### src/hdl/mtob_pkg.sv
package mtob_pkg;

  localparam int unsigned ChanW = 8;
  localparam int unsigned NumChan = 4;
  localparam int unsigned AlphaIdx = 3;
  localparam int unsigned InDataW = 72;
  localparam int unsigned OutDataW = 32;
  localparam int unsigned CfgIdxW = 3;

  localparam logic [ChanW-1:0] ChanMax = 8'hFF;
  localparam logic [ChanW-1:0] OpacityNone = 8'hFF;

  typedef enum logic {
    MODE_MASK = 1'b0,
    MODE_OVER = 1'b1
  } mode_e;

  typedef enum logic [CfgIdxW-1:0] {
    CFG_TINT_RED   = 3'd0,
    CFG_TINT_GREEN = 3'd1,
    CFG_TINT_BLUE  = 3'd2,
    CFG_TINT_ALPHA = 3'd3,
    CFG_OPACITY    = 3'd4
  } cfg_idx_e;

  // Channel order: red, green, blue, alpha.
  typedef logic [NumChan-1:0][ChanW-1:0] pix_t;

  localparam pix_t TintReset = {8'd255, 8'd0, 8'd0, 8'd0};

  typedef struct packed {
    mode_e            mode;
    logic [ChanW-1:0] coverage;
    pix_t             src;
    pix_t             dst;
  } blend_req_t;

  typedef struct packed {
    pix_t pix;
    logic changed;
  } blend_res_t;

  // Maps a byte 0..255 to a blend factor 0..256.
  function automatic logic [ChanW:0] expand_alpha(input logic [ChanW-1:0] a);
    expand_alpha = {1'b0, a} + {{ChanW{1'b0}}, a[ChanW-1]};
  endfunction

endpackage

### src/hdl/mtob_blend.sv
module mtob_blend (
  input  mtob_pkg::blend_req_t req_i,
  input  mtob_pkg::pix_t       tint_i,
  output mtob_pkg::blend_res_t res_o
);

  logic [mtob_pkg::ChanW:0]   cov_a;
  logic [mtob_pkg::ChanW:0]   over_a;
  logic signed [9:0]          cov_a_s;
  logic signed [8:0]          diff   [mtob_pkg::NumChan];
  logic signed [18:0]         prod   [mtob_pkg::NumChan];
  logic [mtob_pkg::ChanW-1:0] mask_c [mtob_pkg::NumChan];
  logic [16:0]                dprod  [mtob_pkg::NumChan];
  logic [mtob_pkg::ChanW:0]   sum    [mtob_pkg::NumChan];
  logic [mtob_pkg::ChanW-1:0] over_c [mtob_pkg::NumChan];

  assign cov_a   = mtob_pkg::expand_alpha(req_i.coverage);
  assign over_a  = mtob_pkg::expand_alpha(~req_i.src[mtob_pkg::AlphaIdx]);
  assign cov_a_s = $signed({1'b0, cov_a});

  always_comb begin
    for (int i = 0; i < mtob_pkg::NumChan; i++) begin
      diff[i]   = $signed({1'b0, tint_i[i]}) - $signed({1'b0, req_i.dst[i]});
      prod[i]   = diff[i] * cov_a_s;
      mask_c[i] = req_i.dst[i] + prod[i][15:8];
      dprod[i]  = req_i.dst[i] * over_a;
      sum[i]    = {1'b0, req_i.src[i]} + dprod[i][16:8];
      over_c[i] = sum[i][mtob_pkg::ChanW] ? mtob_pkg::ChanMax : sum[i][mtob_pkg::ChanW-1:0];
    end
  end

  always_comb begin
    res_o.pix     = req_i.dst;
    res_o.changed = 1'b1;
    unique case (req_i.mode)
      mtob_pkg::MODE_MASK: begin
        if (tint_i[mtob_pkg::AlphaIdx] == '0) begin
          res_o.changed = 1'b0;
        end else begin
          for (int i = 0; i < mtob_pkg::NumChan; i++) res_o.pix[i] = mask_c[i];
        end
      end
      mtob_pkg::MODE_OVER: begin
        for (int i = 0; i < mtob_pkg::NumChan; i++) res_o.pix[i] = over_c[i];
      end
      default: res_o.pix = req_i.dst;
    endcase
  end

endmodule

### src/hdl/mask_tint_and_over_blend_unit.sv
// Per-pixel blend unit for a blitter pixel stream.
// The s_axis channel takes one pixel request per cycle unless stalled: tuser
// selects the mode (0 tints the destination through the coverage byte, 1
// composites a premultiplied source over the destination). The m_axis channel
// returns one blended pixel per request, in order, with tuser set when the pixel was
// blended and clear when the destination passed through untouched.
// The config channel writes the tint color and the opacity; it is always ready
// and should only be written while no request is in flight.
// An accepted request is held in the input register, and its result is
// presented from the result register; the unit sustains one pixel per cycle
// while the receiver does not stall. The rate is set by the input register and
// the result register with one pass of per-channel multiply logic between them.
// The opacity-scaled tint is held in its own register, refreshed every cycle.
// Reset empties both pipeline registers, sets the tint to opaque black and the
// opacity to full. When the receiver stalls, the result holds on m_axis, the
// input register can still take one more request, and then s_axis_tready drops.
module mask_tint_and_over_blend_unit (
  input  logic                                 clk_i,
  input  logic                                 rst_ni,
  // Fields from bit 0: coverage, src_red, src_green, src_blue, src_alpha,
  // dst_red, dst_green, dst_blue, dst_alpha.
  input  logic [mtob_pkg::InDataW-1:0]         s_axis_tdata,
  // Fields from bit 0: mode.
  input  logic                                 s_axis_tuser,
  input  logic                                 s_axis_tvalid,
  output logic                                 s_axis_tready,
  // Fields from bit 0: out_red, out_green, out_blue, out_alpha.
  output logic [mtob_pkg::OutDataW-1:0]        m_axis_tdata,
  // Fields from bit 0: changed.
  output logic                                 m_axis_tuser,
  output logic                                 m_axis_tvalid,
  input  logic                                 m_axis_tready,
  input  logic                                 cfg_valid_i,
  output logic                                 cfg_ready_o,
  input  logic [mtob_pkg::CfgIdxW-1:0]         cfg_index_i,
  input  logic [mtob_pkg::ChanW-1:0]           cfg_data_i
);

  mtob_pkg::pix_t                tint_q;
  mtob_pkg::pix_t                tint_scaled_d;
  mtob_pkg::pix_t                tint_scaled_q;
  logic [mtob_pkg::ChanW-1:0]    opacity_q;
  logic [15:0]                   scale_prod [mtob_pkg::NumChan];

  mtob_pkg::blend_req_t          req_d;
  mtob_pkg::blend_req_t          req_q;
  logic                          req_valid_q;
  mtob_pkg::blend_res_t          res_d;
  mtob_pkg::blend_res_t          res_q;
  logic                          res_valid_q;
  logic                          res_ready;

  assign cfg_ready_o = 1'b1;

  always_ff @(posedge clk_i or negedge rst_ni) begin
    if (!rst_ni) begin
      tint_q    <= mtob_pkg::TintReset;
      opacity_q <= mtob_pkg::OpacityNone;
    end else if (cfg_valid_i) begin
      unique case (mtob_pkg::cfg_idx_e'(cfg_index_i))
        mtob_pkg::CFG_TINT_RED:   tint_q[0] <= cfg_data_i;
        mtob_pkg::CFG_TINT_GREEN: tint_q[1] <= cfg_data_i;
        mtob_pkg::CFG_TINT_BLUE:  tint_q[2] <= cfg_data_i;
        mtob_pkg::CFG_TINT_ALPHA: tint_q[3] <= cfg_data_i;
        mtob_pkg::CFG_OPACITY:    opacity_q <= cfg_data_i;
        default: ;
      endcase
    end
  end

  always_comb begin
    for (int i = 0; i < mtob_pkg::NumChan; i++) begin
      scale_prod[i]    = tint_q[i] * opacity_q;
      tint_scaled_d[i] = (opacity_q == mtob_pkg::OpacityNone) ? tint_q[i] : scale_prod[i][15:8];
    end
  end

  always_ff @(posedge clk_i or negedge rst_ni) begin
    if (!rst_ni) begin
      tint_scaled_q <= mtob_pkg::TintReset;
    end else begin
      tint_scaled_q <= tint_scaled_d;
    end
  end

  assign res_ready     = !res_valid_q || m_axis_tready;
  assign s_axis_tready = !req_valid_q || res_ready;

  always_comb begin
    req_d.mode     = mtob_pkg::mode_e'(s_axis_tuser);
    req_d.coverage = s_axis_tdata[7:0];
    for (int i = 0; i < mtob_pkg::NumChan; i++) begin
      req_d.src[i] = s_axis_tdata[8*i+8 +: 8];
      req_d.dst[i] = s_axis_tdata[8*i+40 +: 8];
    end
  end

  always_ff @(posedge clk_i or negedge rst_ni) begin
    if (!rst_ni) begin
      req_valid_q <= 1'b0;
    end else if (s_axis_tready) begin
      req_valid_q <= s_axis_tvalid;
    end
  end

  always_ff @(posedge clk_i) begin
    if (s_axis_tready && s_axis_tvalid) begin
      req_q <= req_d;
    end
  end

  mtob_blend u_blend (
    .req_i  (req_q),
    .tint_i (tint_scaled_q),
    .res_o  (res_d)
  );

  always_ff @(posedge clk_i or negedge rst_ni) begin
    if (!rst_ni) begin
      res_valid_q <= 1'b0;
    end else if (res_ready) begin
      res_valid_q <= req_valid_q;
    end
  end

  always_ff @(posedge clk_i) begin
    if (res_ready && req_valid_q) begin
      res_q <= res_d;
    end
  end

  assign m_axis_tvalid = res_valid_q;
  assign m_axis_tdata  = res_q.pix;
  assign m_axis_tuser  = res_q.changed;

endmodule

### config.mk
export PLATFORM = sky130hd
export DESIGN_NAME = mask_tint_and_over_blend_unit
export DESIGN_NICKNAME = d
export VERILOG_FILES = /design/src/hdl/mtob_pkg.sv /design/src/hdl/mtob_blend.sv /design/src/hdl/mask_tint_and_over_blend_unit.sv
export SDC_FILE = /design/constraint.sdc
export NUM_CORES = 2
export LEC_CHECK = 0
export BUFFER_PORTS_ARGS = -buffer_cell sky130_fd_sc_hd__buf_2
export CAP_MARGIN = 5
export CORE_UTILIZATION = 66
export CTS_BUF_LIST = sky130_fd_sc_hd__clkbuf_2
export DETAILED_ROUTE_END_ITERATION = 10
export GPL_TIMING_DRIVEN = 0
export PLACE_DENSITY = 0.84
export SYNTH_ARGS = -nofsm -noshare
export SYNTH_HDL_FRONTEND = slang
export SYNTH_SLANG_ARGS = --single-unit
export TNS_END_PERCENT = 50
### constraint.sdc
create_clock -name clk_i -period 9.8 [get_ports clk_i]
set_clock_uncertainty 0.1 [all_clocks]
set_input_delay 0.49 -clock clk_i [delete_from_list [all_inputs] [get_ports clk_i]]
set_output_delay 0.49 -clock clk_i [all_outputs]
set_load 0.01 [all_outputs]
==> impl_metrics.csv <==
group,metric,value,unit
timing,final_max_slew_viol_count,0,
synth,synth_top_cell_area_share,0.292,
setup_path,crit_top_cell,"inv_1",
synth,ys_ff_latch,180,
global_route,grt_util_met1,0.457,
finish,area_growth,11.0,%
floorplan,die_y,233,um
synth,netlist_area,0.0352,mm^2
floorplan,io_pins,125,
finish,design_area,0.0390,mm^2
setup_path,arrival,10340,ps
synth,ys_seq_area_frac,0.144,
clocking,clk_latency,1220,ps
synth,ys_types,75,
drt,via_per_inst,5.96,
timing,worstMarginPinSlew,1200,ps
setup_path,cp-end-kind,"flip-flop",
place,placed_area,0.0367,mm^2
floorplan,fp.dieW,233,um
setup_path,worstSetupPathType,"reg2reg",
synth,yosys_warnings,0,
synth,synth_edf_count,106,
floorplan,floorplan.initialDensity,0.669,
floorplan,std_cell_rows,84,
synth,syn-num-nets,4939,
timing,finalSetupViolCount,0,
setup_path,cp.depth,36,
global_route,grt_max_degree,63,
finish,nFillCells,3572,
floorplan,die-area,0.0542,mm^2
setup_path,critPathBufInv,8,
place,dp_hpwl,73900,um
setup_path,worstPathRequired,10670,ps
clocking,cts_tree,"done",
worst_hold_path,min_path_cells,3,
setup_path,reg2reg_depth,36,
global_route,met2_usage,0.617,
timing,period_share,0.966,
floorplan,coreArea,0.0526,mm^2
setup_path,cp-start-kind,"flip-flop",
place,place.gp.congestion,0.966,
drt,drt_iter0_markers,2430,
clocking,clockRootBuffer,"clkbuf_2",
setup_path,cp_max_fo,10,
timing,max-slew-margin-rel,0.196,
global_route,grt_use_met3,0.0909,
synth,async_reset_ff_frac,0.411,
global_route,grt_usage,0.376,
synth,yosys-top-cells-area,"fa_1 (29%), ha_1 (18%), edfxtp_1 (9.1%), inv_1 (6.7%), and2_1 (4.7%)",
status,status,"completed",
synth,synth_area_per_cell,9.18,um^2
clocking,clkSinkCount,180,
timing,finalHoldViolations,0,
clocking,htree_num_levels,4,
setup_path,cp_top_family,"adder cells",
flow_run,drv_cap,0,
drt,postRouteAntennaNets,0,
drt,drt-wirelength-per-cell,20.1,um
drt,drc,0,
global_route,antenna_found_initial,5,
clocking,clockBufferDepth,2,
timing,min_period,9460,ps
clocking,clk_pin_slew,360,ps
finish,drive_gt1_frac,0.0689,
setup_path,slowest_stage,"fa_1",
synth,yosysTopAreaCell,"fa_1",
clocking,cts_buffers,17,
global_route,top_usage_layer,"met2",
global_route,grt_pass1_wl,155000,um
drt,first_pass_iters,7,
drt,via_count,29026,
synth,dominantRegCellSynth,"edfxtp_1",
worst_hold_path,hp-class,"in2reg",
drt,wl,97800,um
global_route,overflow,0,
place,port_buffers,123,
finish,final_nets,5274,
global_route,grt_pass1_vias,29703,
timing,max_freq,106,MHz
synth,postSynthCellCount,3829,
setup_path,critical-path-max-stage-delay,550,ps
[worst min-delay path, cell delays in order]
cell and delay (ps):
dlygate4sd3_1 540, buf_2 130, and2_4 200
[cell families (layout without fill, tap and decap cells)]
kind of cell    Yosys count  count (layout)  synth area share
fa+ha+maj              1021            1021             0.473
other cells               1               4          0.000107
mux                      46              46            0.0146
xor+xnor                196             196            0.0488
flops                   180             180             0.144
simple gates           1287            1287             0.176
buf+inv                 779            1127            0.0834
compound gates          319             319            0.0603
[per-stage QoR]
stage | utilization | hold slack (ps) | TNS, ps | setup WS, ps | cells
final | 0.742 | 205 | 0 | 337 | 4868
after global routing | 0.742 | 163 | -4.23 | -4.23 | 4867
after detailed placement | 0.699 | 388 | -1.71 | -1.71 | 4643
after floorplan | - | 94.4 | 0 | 1650 | 3829
after CTS | 0.738 | 33.9 | 0 | 83.9 | 4856
after global placement | 0.697 | 370 | 0 | 176 | 4640
[flip-flops by register name, summed over array words and instances (netlist names)]
name	count
m_axis_tdata	32
tint_q	32
opacity_q	8
m_axis_tvalid	1
m_axis_tuser	1
tint_scaled_q	32
req_valid_q	1
req_q	73
[cells in the final DEF, fill, tap and decap left out, drive strengths merged, types with 9 or more instances in the layout]
cell type / Yosys / final
clkbuf: 137 / 152
xor2: 57 / 57
edfxtp: 106 / 106
a31oi: 10 / 10
a2bb2oi: 14 / 14
nand2b: 85 / 85
o21a: 33 / 33
and2: 262 / 262
xnor2: 139 / 139
nor2b: 25 / 25
inv: 625 / 633
ha: 509 / 509
o21ai: 64 / 64
or2: 14 / 14
fa: 512 / 512
nor3: 75 / 75
buf: 16 / 154
nand2: 400 / 400
a21oi: 98 / 98
dlygate4sd3: 0 / 180
and3: 9 / 9
dfstp: 24 / 24
a21o: 21 / 21
nand3: 23 / 23
dfrtp: 50 / 50
a211oi: 12 / 12
nor4: 27 / 27
nand4: 11 / 11
mux2: 41 / 41
or3: 12 / 12
nor2: 325 / 325
o31ai: 21 / 21
[synth_stat cells, drive strengths merged, types with 4 or more instances]
| master | count |
|---|---|
| ha | 509 |
| a41o | 4 |
| o31ai | 21 |
| or3 | 12 |
| nor2 | 325 |
| dfstp | 24 |
| nand4 | 11 |
| o211a | 5 |
| o21a | 33 |
| nor2b | 25 |
| a2111oi | 4 |
| mux2i | 5 |
| or2 | 14 |
| and3 | 9 |
| nand2 | 400 |
| nor4b | 4 |
| a31oi | 10 |
| nand2b | 85 |
| o21bai | 7 |
| nand4b | 4 |
| nor4 | 27 |
| a21o | 21 |
| xor2 | 57 |
| xnor2 | 139 |
| inv | 625 |
| dfrtp | 50 |
| a21oi | 98 |
| nand3 | 23 |
| nor3 | 75 |
| o21ai | 64 |
| clkbuf | 137 |
| fa | 512 |
| a211oi | 12 |
| o41ai | 5 |
| buf | 16 |
| o41a | 4 |
| mux2 | 41 |
| a2bb2oi | 14 |
| edfxtp | 106 |
| and2 | 262 |
[worst paths after layout]
path / from / endpoint / slack (ps)
worst min register to register: req_valid_q / m_axis_tvalid / 500
worst min-delay path: s_axis_tvalid / req_q[15] / 200
max in group asynchronous: rst_ni / tint_scaled_q[26] / 8720
min in group asynchronous: rst_ni / tint_q[20] / 230
worst max-delay path: req_q[63] / m_axis_tdata[8] / 340
worst max register to register: req_q[63] / m_axis_tdata[8] / 340
[layout make-up]
| class | count | area [um^2] | area share |
|---|---|---|---|
| Multi-Input combinational cell | 2870 | 27300 | 0.700 |
| Sequential cell | 180 | 5060 | 0.130 |
| Timing Repair Buffer | 317 | 2590 | 0.0665 |
| Inverter | 626 | 2350 | 0.0602 |
| Tap cell | 688 | 861 | 0.0221 |
| Buffer | 152 | 589 | 0.0151 |
| Clock inverter | 15 | 161 | 0.00414 |
| Clock buffer | 17 | 85.1 | 0.00218 |
| Antenna cell | 3 | 7.51 | 0.000192 |
[per-layer routing]
layer | vias up | share of wire
met5 | - | 0.00011
met4 | 2 | 0.057
met3 | 362 | 0.10
met2 | 1656 | 0.48
met1 | 14214 | 0.37
li1 | 12792 | -
[timing repair]
action,4_1_cts,5_1_grt
hold buffers,181,0
endpoints found under the setup margin,3,30
resized for setup,2,34
hold endpoints to repair,295,0
setup buffers,0,10
Power is not shown: default switching activity piles up to over one toggle a cycle in this logic, so the estimate is an artifact.
